===== config.mk =====
export PLATFORM = sky130hd
export DESIGN_NAME = utf16_latin1_to_utf8_transcoder
export DESIGN_NICKNAME = d
export VERILOG_FILES = /design/src/rtl/u8tc_pkg.sv /design/src/rtl/u8tc_front.sv /design/src/rtl/u8tc_queue.sv /design/src/rtl/u8tc_back.sv /design/src/rtl/utf16_latin1_to_utf8_transcoder.sv
export SDC_FILE = /design/constraint.sdc
export NUM_CORES = 1
export LEC_CHECK = 0
export ABC_CLOCK_PERIOD_IN_PS = 4500
export BUFFER_PORTS_ARGS = -buffer_cell sky130_fd_sc_hd__buf_2
export CAP_MARGIN = 5
export CORE_MARGIN = 3
export CORE_UTILIZATION = 45
export CTS_CLUSTER_DIAMETER = 80
export DETAILED_ROUTE_END_ITERATION = 8
export PLACE_DENSITY = 0.7
export SETUP_SLACK_MARGIN = 0.02
export SLEW_MARGIN = 20
export SYNTH_ARGS = -nofsm -noshare
export SYNTH_HDL_FRONTEND = slang
export SYNTH_HIERARCHICAL = 1
export SYNTH_SLANG_ARGS = --single-unit

===== constraint.sdc =====
create_clock -name clk -period 4.5 [get_ports clk]
set_input_delay 0.9 -clock clk [delete_from_list [all_inputs] [get_ports clk]]
set_output_delay 0.9 -clock clk [all_outputs]
set_load 0.02 [all_outputs]

===== src/rtl/u8tc_pkg.sv =====
package u8tc_pkg;

	localparam int ADDR_W              = 3;
	localparam int DATA_W              = 32;
	localparam int QUEUE_DEPTH_DEFAULT = 2;
	localparam int MAX_BYTES           = 4;
	localparam int CNT_W               = 3;
	localparam int IDX_W               = 2;
	localparam int CP_W                = 21;

	localparam logic [ADDR_W-3:0] REG_SOURCE_ENCODING = '0;

	typedef enum logic [1:0] {
		ENC_PASS    = 2'd0,
		ENC_LATIN1  = 2'd1,
		ENC_UTF16LE = 2'd2,
		ENC_UTF16BE = 2'd3
	} enc_t;

	localparam logic [15:0]     UNIT_BOM    = 16'hFEFF;
	localparam logic [15:0]     HIGH_FIRST  = 16'hD800;
	localparam logic [15:0]     HIGH_LAST   = 16'hDBFF;
	localparam logic [15:0]     LOW_FIRST   = 16'hDC00;
	localparam logic [15:0]     LOW_LAST    = 16'hDFFF;
	localparam logic [CP_W-1:0] CP_REPLACE  = 21'h00FFFD;
	localparam logic [CP_W-1:0] CP_SUPP     = 21'h010000;
	localparam logic [CP_W-1:0] CP_MAX_1B   = 21'h00007F;
	localparam logic [CP_W-1:0] CP_MAX_2B   = 21'h0007FF;
	localparam logic [CP_W-1:0] CP_MAX_3B   = 21'h00FFFF;
	localparam logic [7:0]      CONT_MASK   = 8'h3F;
	localparam logic [7:0]      CONT_MARK   = 8'h80;

	typedef struct packed {
		logic [MAX_BYTES-1:0][7:0] bytes;
		logic [CNT_W-1:0]          cnt;
		logic                      text_end;
	} entry_t;

endpackage


===== src/rtl/u8tc_front.sv =====
module u8tc_front (
	input  logic              clk,
	input  logic              arst_n,
	input  u8tc_pkg::enc_t    enc,
	input  logic              in_valid,
	output logic              in_ready,
	input  logic [7:0]        in_byte,
	input  logic              text_end,
	input  logic              q_full,
	output logic              push,
	output u8tc_pkg::entry_t  entry
);

	logic                           odd_q, odd_n;
	logic [7:0]                     held_q, held_n;
	logic                           hp_q, hp_n;
	logic [9:0]                     payload_q, payload_n;
	logic                           start_q, start_n;
	logic                           emit, raw;
	logic [u8tc_pkg::CP_W-1:0]      cp;
	logic [15:0]                    w;
	logic                           is_high, is_low;
	logic                           accept;

	function automatic u8tc_pkg::entry_t encode(input logic [u8tc_pkg::CP_W-1:0] c);
		u8tc_pkg::entry_t e;
		e = '0;
		if (c <= u8tc_pkg::CP_MAX_1B) begin
			e.bytes[0] = c[7:0];
			e.cnt      = 3'd1;
		end else if (c <= u8tc_pkg::CP_MAX_2B) begin
			e.bytes[0] = {3'b110, c[10:6]};
			e.bytes[1] = u8tc_pkg::CONT_MARK | ({2'b00, c[5:0]} & u8tc_pkg::CONT_MASK);
			e.cnt      = 3'd2;
		end else if (c <= u8tc_pkg::CP_MAX_3B) begin
			e.bytes[0] = {4'b1110, c[15:12]};
			e.bytes[1] = u8tc_pkg::CONT_MARK | {2'b00, c[11:6]};
			e.bytes[2] = u8tc_pkg::CONT_MARK | {2'b00, c[5:0]};
			e.cnt      = 3'd3;
		end else begin
			e.bytes[0] = {5'b11110, c[20:18]};
			e.bytes[1] = u8tc_pkg::CONT_MARK | {2'b00, c[17:12]};
			e.bytes[2] = u8tc_pkg::CONT_MARK | {2'b00, c[11:6]};
			e.bytes[3] = u8tc_pkg::CONT_MARK | {2'b00, c[5:0]};
			e.cnt      = 3'd4;
		end
		return e;
	endfunction

	assign in_ready = !q_full;
	assign accept   = in_valid && in_ready;

	assign w       = (enc == u8tc_pkg::ENC_UTF16LE) ? {in_byte, held_q} : {held_q, in_byte};
	assign is_high = (w >= u8tc_pkg::HIGH_FIRST) && (w <= u8tc_pkg::HIGH_LAST);
	assign is_low  = (w >= u8tc_pkg::LOW_FIRST) && (w <= u8tc_pkg::LOW_LAST);

	always_comb begin
		odd_n     = odd_q;
		held_n    = held_q;
		hp_n      = hp_q;
		payload_n = payload_q;
		start_n   = start_q;
		emit      = 1'b0;
		raw       = 1'b0;
		cp        = '0;
		unique case (enc)
			u8tc_pkg::ENC_PASS: begin
				raw = 1'b1;
			end
			u8tc_pkg::ENC_LATIN1: begin
				emit = 1'b1;
				cp   = {13'b0, in_byte};
			end
			u8tc_pkg::ENC_UTF16LE, u8tc_pkg::ENC_UTF16BE: begin
				if (!odd_q) begin
					odd_n  = 1'b1;
					held_n = in_byte;
				end else begin
					odd_n   = 1'b0;
					held_n  = '0;
					start_n = 1'b0;
					if (start_q && (w == u8tc_pkg::UNIT_BOM)) begin
						emit = 1'b0;
					end else if (hp_q) begin
						hp_n = 1'b0;
						emit = 1'b1;
						if (is_low) begin
							cp = u8tc_pkg::CP_SUPP + {1'b0, payload_q, w[9:0]};
						end else begin
							cp = u8tc_pkg::CP_REPLACE;
						end
					end else if (is_high) begin
						hp_n      = 1'b1;
						payload_n = w[9:0];
					end else if (is_low) begin
						emit = 1'b1;
						cp   = u8tc_pkg::CP_REPLACE;
					end else begin
						emit = 1'b1;
						cp   = {5'b0, w};
					end
				end
				// A high surrogate still open at the end of the text is closed
				// with a replacement character; nothing else is emitted then.
				if (text_end && hp_n) begin
					emit = 1'b1;
					cp   = u8tc_pkg::CP_REPLACE;
				end
			end
			default: begin
				raw = 1'b1;
			end
		endcase
		if (text_end) begin
			odd_n     = 1'b0;
			held_n    = '0;
			hp_n      = 1'b0;
			payload_n = '0;
			start_n   = 1'b1;
		end
	end

	always_comb begin
		if (raw) begin
			entry          = '0;
			entry.bytes[0] = in_byte;
			entry.cnt      = 3'd1;
		end else if (emit) begin
			entry = encode(cp);
		end else begin
			entry = '0;
		end
		entry.text_end = text_end;
	end

	assign push = accept && ((entry.cnt != '0) || text_end);

	always_ff @(posedge clk or negedge arst_n) begin
		if (!arst_n) begin
			odd_q     <= 1'b0;
			held_q    <= '0;
			hp_q      <= 1'b0;
			payload_q <= '0;
			start_q   <= 1'b1;
		end else if (accept) begin
			odd_q     <= odd_n;
			held_q    <= held_n;
			hp_q      <= hp_n;
			payload_q <= payload_n;
			start_q   <= start_n;
		end
	end

endmodule


===== src/rtl/u8tc_queue.sv =====
module u8tc_queue #(
	parameter int DEPTH = u8tc_pkg::QUEUE_DEPTH_DEFAULT
) (
	input  logic              clk,
	input  logic              arst_n,
	input  logic              push,
	input  u8tc_pkg::entry_t  wr_entry,
	output logic              full,
	input  logic              pop,
	output logic              empty,
	output u8tc_pkg::entry_t  rd_entry
);

	localparam int PTR_W = (DEPTH > 1) ? $clog2(DEPTH) : 1;
	localparam int CNT_W = $clog2(DEPTH + 1);

	u8tc_pkg::entry_t  mem_q [DEPTH];
	logic [PTR_W-1:0]  wr_ptr_q, rd_ptr_q;
	logic [CNT_W-1:0]  count_q;
	logic              do_push, do_pop;

	assign full     = (count_q == CNT_W'(DEPTH));
	assign empty    = (count_q == '0);
	assign do_push  = push && !full;
	assign do_pop   = pop && !empty;
	assign rd_entry = mem_q[rd_ptr_q];

	always_ff @(posedge clk) begin
		if (do_push) begin
			mem_q[wr_ptr_q] <= wr_entry;
		end
	end

	always_ff @(posedge clk or negedge arst_n) begin
		if (!arst_n) begin
			wr_ptr_q <= '0;
			rd_ptr_q <= '0;
			count_q  <= '0;
		end else begin
			if (do_push) begin
				wr_ptr_q <= (wr_ptr_q == PTR_W'(DEPTH - 1)) ? '0 : wr_ptr_q + 1'b1;
			end
			if (do_pop) begin
				rd_ptr_q <= (rd_ptr_q == PTR_W'(DEPTH - 1)) ? '0 : rd_ptr_q + 1'b1;
			end
			unique case ({do_push, do_pop})
				2'b10:   count_q <= count_q + 1'b1;
				2'b01:   count_q <= count_q - 1'b1;
				default: count_q <= count_q;
			endcase
		end
	end

endmodule


===== src/rtl/u8tc_back.sv =====
module u8tc_back (
	input  logic              clk,
	input  logic              arst_n,
	input  logic              q_empty,
	input  u8tc_pkg::entry_t  q_entry,
	output logic              q_pop,
	output logic              out_valid,
	input  logic              out_ready,
	output logic [7:0]        out_byte,
	output logic              byte_valid,
	output logic              last_of_run,
	output logic              text_done
);

	u8tc_pkg::entry_t                cur_q;
	logic                            busy_q;
	logic [u8tc_pkg::IDX_W-1:0]      idx_q;
	logic                            is_last;
	logic                            fire;
	logic                            load;

	assign is_last     = (cur_q.cnt == '0) || ({1'b0, idx_q} == cur_q.cnt - 1'b1);
	assign out_valid   = busy_q;
	assign byte_valid  = (cur_q.cnt != '0);
	assign out_byte    = byte_valid ? cur_q.bytes[idx_q] : 8'h00;
	assign last_of_run = is_last;
	assign text_done   = is_last && cur_q.text_end;

	assign fire  = out_valid && out_ready;
	assign load  = !busy_q || (fire && is_last);
	assign q_pop = load && !q_empty;

	always_ff @(posedge clk or negedge arst_n) begin
		if (!arst_n) begin
			busy_q <= 1'b0;
			idx_q  <= '0;
		end else if (load) begin
			busy_q <= !q_empty;
			idx_q  <= '0;
		end else if (fire) begin
			idx_q <= idx_q + 1'b1;
		end
	end

	always_ff @(posedge clk) begin
		if (q_pop) begin
			cur_q <= q_entry;
		end
	end

`ifndef NO_ASSERTIONS
	a_empty_marker_closes: assert property (@(posedge clk) disable iff (!arst_n)
		(out_valid && !byte_valid) |-> (last_of_run && text_done))
		else $error("empty marker is not the final transaction of a text");
	a_done_is_last: assert property (@(posedge clk) disable iff (!arst_n)
		(out_valid && text_done) |-> last_of_run)
		else $error("text_done without last_of_run");
	a_idx_in_range: assert property (@(posedge clk) disable iff (!arst_n)
		(busy_q && (cur_q.cnt != '0)) |-> ({1'b0, idx_q} < cur_q.cnt))
		else $error("byte index beyond the entry's byte count");
	a_step_after_fire: assert property (@(posedge clk) disable iff (!arst_n)
		(fire && !is_last) |=> (busy_q && (idx_q == $past(idx_q) + 1'b1)))
		else $error("byte index did not advance after a transaction");
`endif

endmodule


===== src/rtl/utf16_latin1_to_utf8_transcoder.sv =====
// Channel  Direction  Handshake            Payload
// input    in         in_valid/in_ready    in_byte, text_end
// output   out        out_valid/out_ready  out_byte, byte_valid, last_of_run, text_done
// config   in         APB psel/penable     paddr, pwdata, prdata (source_encoding at 0)
//
// An input transaction is accepted in any cycle in which the queue has room.
// Output bytes leave one a cycle while out_ready is high and the queue is not empty; an item
// yields up to four UTF-8 bytes (two for Latin-1 above 0x7F), else an empty end marker or nothing.
// Reset is asynchronous and active low; the encoding returns to pass-through.
// A stalled output holds its byte; the queue of QUEUE_DEPTH entries then fills and
// in_ready falls until the serialiser drains it.
module utf16_latin1_to_utf8_transcoder #(
	parameter int QUEUE_DEPTH = u8tc_pkg::QUEUE_DEPTH_DEFAULT
) (
	input  logic                        clk,
	input  logic                        arst_n,
	input  logic                        psel,
	input  logic                        penable,
	input  logic                        pwrite,
	input  logic [u8tc_pkg::ADDR_W-1:0] paddr,
	input  logic [u8tc_pkg::DATA_W-1:0] pwdata,
	output logic [u8tc_pkg::DATA_W-1:0] prdata,
	output logic                        pready,
	input  logic                        in_valid,
	output logic                        in_ready,
	input  logic [7:0]                  in_byte,
	input  logic                        text_end,
	output logic                        out_valid,
	input  logic                        out_ready,
	output logic [7:0]                  out_byte,
	output logic                        byte_valid,
	output logic                        last_of_run,
	output logic                        text_done
);

	u8tc_pkg::enc_t    enc_q;
	u8tc_pkg::entry_t  push_entry, head_entry;
	logic              push, pop, q_full, q_empty;
	logic              reg_hit;

	assign pready  = 1'b1;
	assign reg_hit = (paddr[u8tc_pkg::ADDR_W-1:2] == u8tc_pkg::REG_SOURCE_ENCODING);
	assign prdata  = reg_hit ? {{(u8tc_pkg::DATA_W-2){1'b0}}, enc_q} : '0;

	always_ff @(posedge clk or negedge arst_n) begin
		if (!arst_n) begin
			enc_q <= u8tc_pkg::ENC_PASS;
		end else if (psel && penable && pwrite && pready && reg_hit) begin
			enc_q <= u8tc_pkg::enc_t'(pwdata[1:0]);
		end
	end

	u8tc_front u_front (
		.clk      (clk),
		.arst_n   (arst_n),
		.enc      (enc_q),
		.in_valid (in_valid),
		.in_ready (in_ready),
		.in_byte  (in_byte),
		.text_end (text_end),
		.q_full   (q_full),
		.push     (push),
		.entry    (push_entry)
	);

	u8tc_queue #(
		.DEPTH (QUEUE_DEPTH)
	) u_queue (
		.clk      (clk),
		.arst_n   (arst_n),
		.push     (push),
		.wr_entry (push_entry),
		.full     (q_full),
		.pop      (pop),
		.empty    (q_empty),
		.rd_entry (head_entry)
	);

	u8tc_back u_back (
		.clk         (clk),
		.arst_n      (arst_n),
		.q_empty     (q_empty),
		.q_entry     (head_entry),
		.q_pop       (pop),
		.out_valid   (out_valid),
		.out_ready   (out_ready),
		.out_byte    (out_byte),
		.byte_valid  (byte_valid),
		.last_of_run (last_of_run),
		.text_done   (text_done)
	);

endmodule


==> run metrics <==
Peak VDD IR 0.291 mV; sequential share of power 42.8%; Final setup viols 0; clock share of power 26.1%; commonest cells in the netlist edfxtp_1 (108), nand2_1 (45), buf_4 (37); area fraction of the dominant cell type after synthesis 45.1%; hold_buf cts 0; die footprint 17500 sq um; fmax 277 MHz; data arrival time of the worst path roughly 3.7 ns; DRC 0; H-tree depth 4; Final nets between 600 and 700; most common cell in the synthesized netlist edfxtp_1; Slew @ Worst Pin 0.882 ns; fill count around 1400; die width 132 um; area delta synth->final 10.1%; Synth area leader edfxtp_1; CORE AREA between 15000 and 20000 sq um; initial antenna violation count 0; vias in the first global route between 4000 and 5000; critical path fanouts, max 36; Slew Limit Fails 0; initial core utilization 46.6%; TNS Setup 0 ns; CP required 4.56 ns; Worst slew margin 40.8%; Cell variety after synth 81; Pwr per Cell Area 597 nW/um^2; clock net sink count 138; share of layout cells above drive strength 1 24.4%; crit path time final 3.61 ns; ys async rst share 21.7%; Hold Crit Class reg2reg; Post-synth EDFFs 108; Pleak 3.10 nW; syn avg cell area 12.9 sq um; Int Power approximately 3.2 mW; DP Wirelength approximately 9800 um; largest net degree at the start of global routing 38; vias per cell 5.42; crit path kind reg2reg; PortBufs 33; Worst-path clk slew 0.06 ns; Post-Syn Instances ~560; routed length per instance 17.7 um; register bit total from synthesis 138; Setup Skew just over 0.008 ns; DRT iter0 DRCs 384; routed wire length 14300 um; Congestion Overflow GR 0; Tcrit/Tclk final 80.3%; synth warn 6; antenna viol nets, final 0; Comb power frac 31.0%; DRT Pass-1 Iters 6; Die H 132 um; CTS tree built; Final Wtd Congestion between 0.8 and 0.9; Hold Violations, Final 0; CTS max path bufs 2; result of the run finished clean; DR vias between 4000 and 5000; sequential fraction of the synthesis area 55.6%; Area contributors post-synth edfxtp_1 (45%), dfrtp_1 (10%), mux2_4 (6.5%); Sw Ratio between 30% and 40%; IO Pins 97; RSZ-0062 raised after global routing false; num rows between 40 and 50; total power 4.72 mW; first-pass GRT wire length 23000 um; Global Route Usage Sum 16.6%; worst-skew pair later-pin latency 0.42 ns; synthesized area 7180 sq um; Max-Cap Viols 0; clock buffer count from CTS 17; Startpoint Class flip-flop; kind of capture point of the worst setup path flip-flop; post-cts resize count 0; CTS Root Cell clkbuf_16; Synth Flop Type edfxtp_1; postcts setup bufs 0; Psw 1.54 mW; n_diodes 0
[flip-flops by register name (all words and copies together) (netlist names)]
name               count
u_queue/mem_q         72
u_front/hp_q           1
u_back/out_valid       1
u_back/idx_q           2
u_back/cur_q          36
u_queue/wr_ptr_q       1
u_front/held_q         8
enc_q                  2
u_front/payload_q     10
u_front/odd_q          1
u_queue/rd_ptr_q       1
u_queue/count_q        2
u_front/start_q        1
[per-layer routing]
metal | vias to the layer above | global-route usage, % | routed length (um)
met2 | 149 | 26.3 | 6950
met1 | 2121 | 21.7 | 6330
met4 | 0 | 7.33 | 264
met5 | - | 0 | 0
met3 | 22 | 4.27 | 749
li1 | 2095 | - | -
[cell usage in the layout, fill, tap and decap left out, drive strengths merged, types with 4 or more instances in the layout]
cell,n
nand3,16
ha,4
nor3,6
inv,14
nand2,46
nand4,8
buf,44
nor4,4
dfrtp,29
mux2,39
nor2b,5
nand2b,4
o221ai,8
and3,5
a21o,10
conb,34
clkbuf,18
nand4b,4
edfxtp,108
xor2,5
mux4,8
o21ai,18
nor2,29
a21oi,34
and2,12
a31oi,4
xnor2,6
a211oi,5
a22o,12
mux2i,6
clkinv,8
[worst max-delay path, stage by stage (launching register included)]
cell	delay (ns)
dfrtp_1	0.48
buf_4	0.28
nor2b_1	0.55
nor4_1	0.15
o221ai_2	0.43
nand2_2	0.21
o21ai_0	0.30
nor2_1	0.07
nor2_1	0.11
nand2_1	0.13
nor2_2	0.10
buf_4	0.42
[power by group through the flow]
stage / Combinational (mW) / Sequential (mW) / Clock [mW]
after floorplan: 1.29 / 1.92 / 0
after global routing: 1.59 / 2.06 / 1.31
after global placement: 1.37 / 2.08 / 0
final: 1.46 / 2.02 / 1.23
after CTS: 1.41 / 2.08 / 1.27
after detailed placement: 1.41 / 2.11 / 0
[cells by family after synthesis]
kind of cell	count (synthesis)	share of synthesized area (%)
flip-flops	138	55.6
multiplexers	53	11.4
buffers and inverters	75	6.88
AO/OA/AOI/OAI	116	11.8
adder cells (fa/ha/maj)	4	0.697
XOR/XNOR	11	1.60
other	3	0.157
AND/OR/NAND/NOR	156	11.8
[worst paths after layout]
path                       slack (ns)  depth (start not counted)              endpoint                  from
min in group asynchronous        0.52                          1  u_front/payload_q[4]                arst_n
setup reg to reg                 0.89                         11  u_queue/mem_q[0][11]              enc_q[1]
hold reg to reg                  0.49                          1  u_front/payload_q[4]  u_front/payload_q[4]
max in group asynchronous        3.47                          1      u_queue/rd_ptr_q                arst_n
setup / recovery                 0.89                         11  u_queue/mem_q[0][11]              enc_q[1]
hold / removal                   0.49                          1  u_front/payload_q[4]  u_front/payload_q[4]
[stage by stage]
step           cell area (sq um)  utilization [%]  worst slack, ns  std cells  hold slack [ns]
3_5_place_dp                7360             47.7            0.663        777            0.471
4_1_cts                     7890             51.1            0.864        809            0.487
6_report                    7910             51.3            0.888        810            0.488
2_1_floorplan               7300                -            0.346        587            0.450
5_1_grt                     7910             51.3            0.596        810            0.508
3_3_place_gp                7360             47.7            0.738        777            0.461
[area by class of cell]
| class | count | area (sq um) | share of cell area, % |
|---|---|---|---|
| repair buffers | 44 | 260 | 3.29 |
| well taps | 211 | 264 | 3.34 |
| clock inverters | 14 | 97.6 | 1.23 |
| clock buffers | 18 | 429 | 5.43 |
| inverters | 11 | 41.3 | 0.522 |
| flip-flops and latches | 138 | 4000 | 50.5 |
| multi-input cells | 374 | 2820 | 35.6 |
Power figures use the tool's default switching activity.
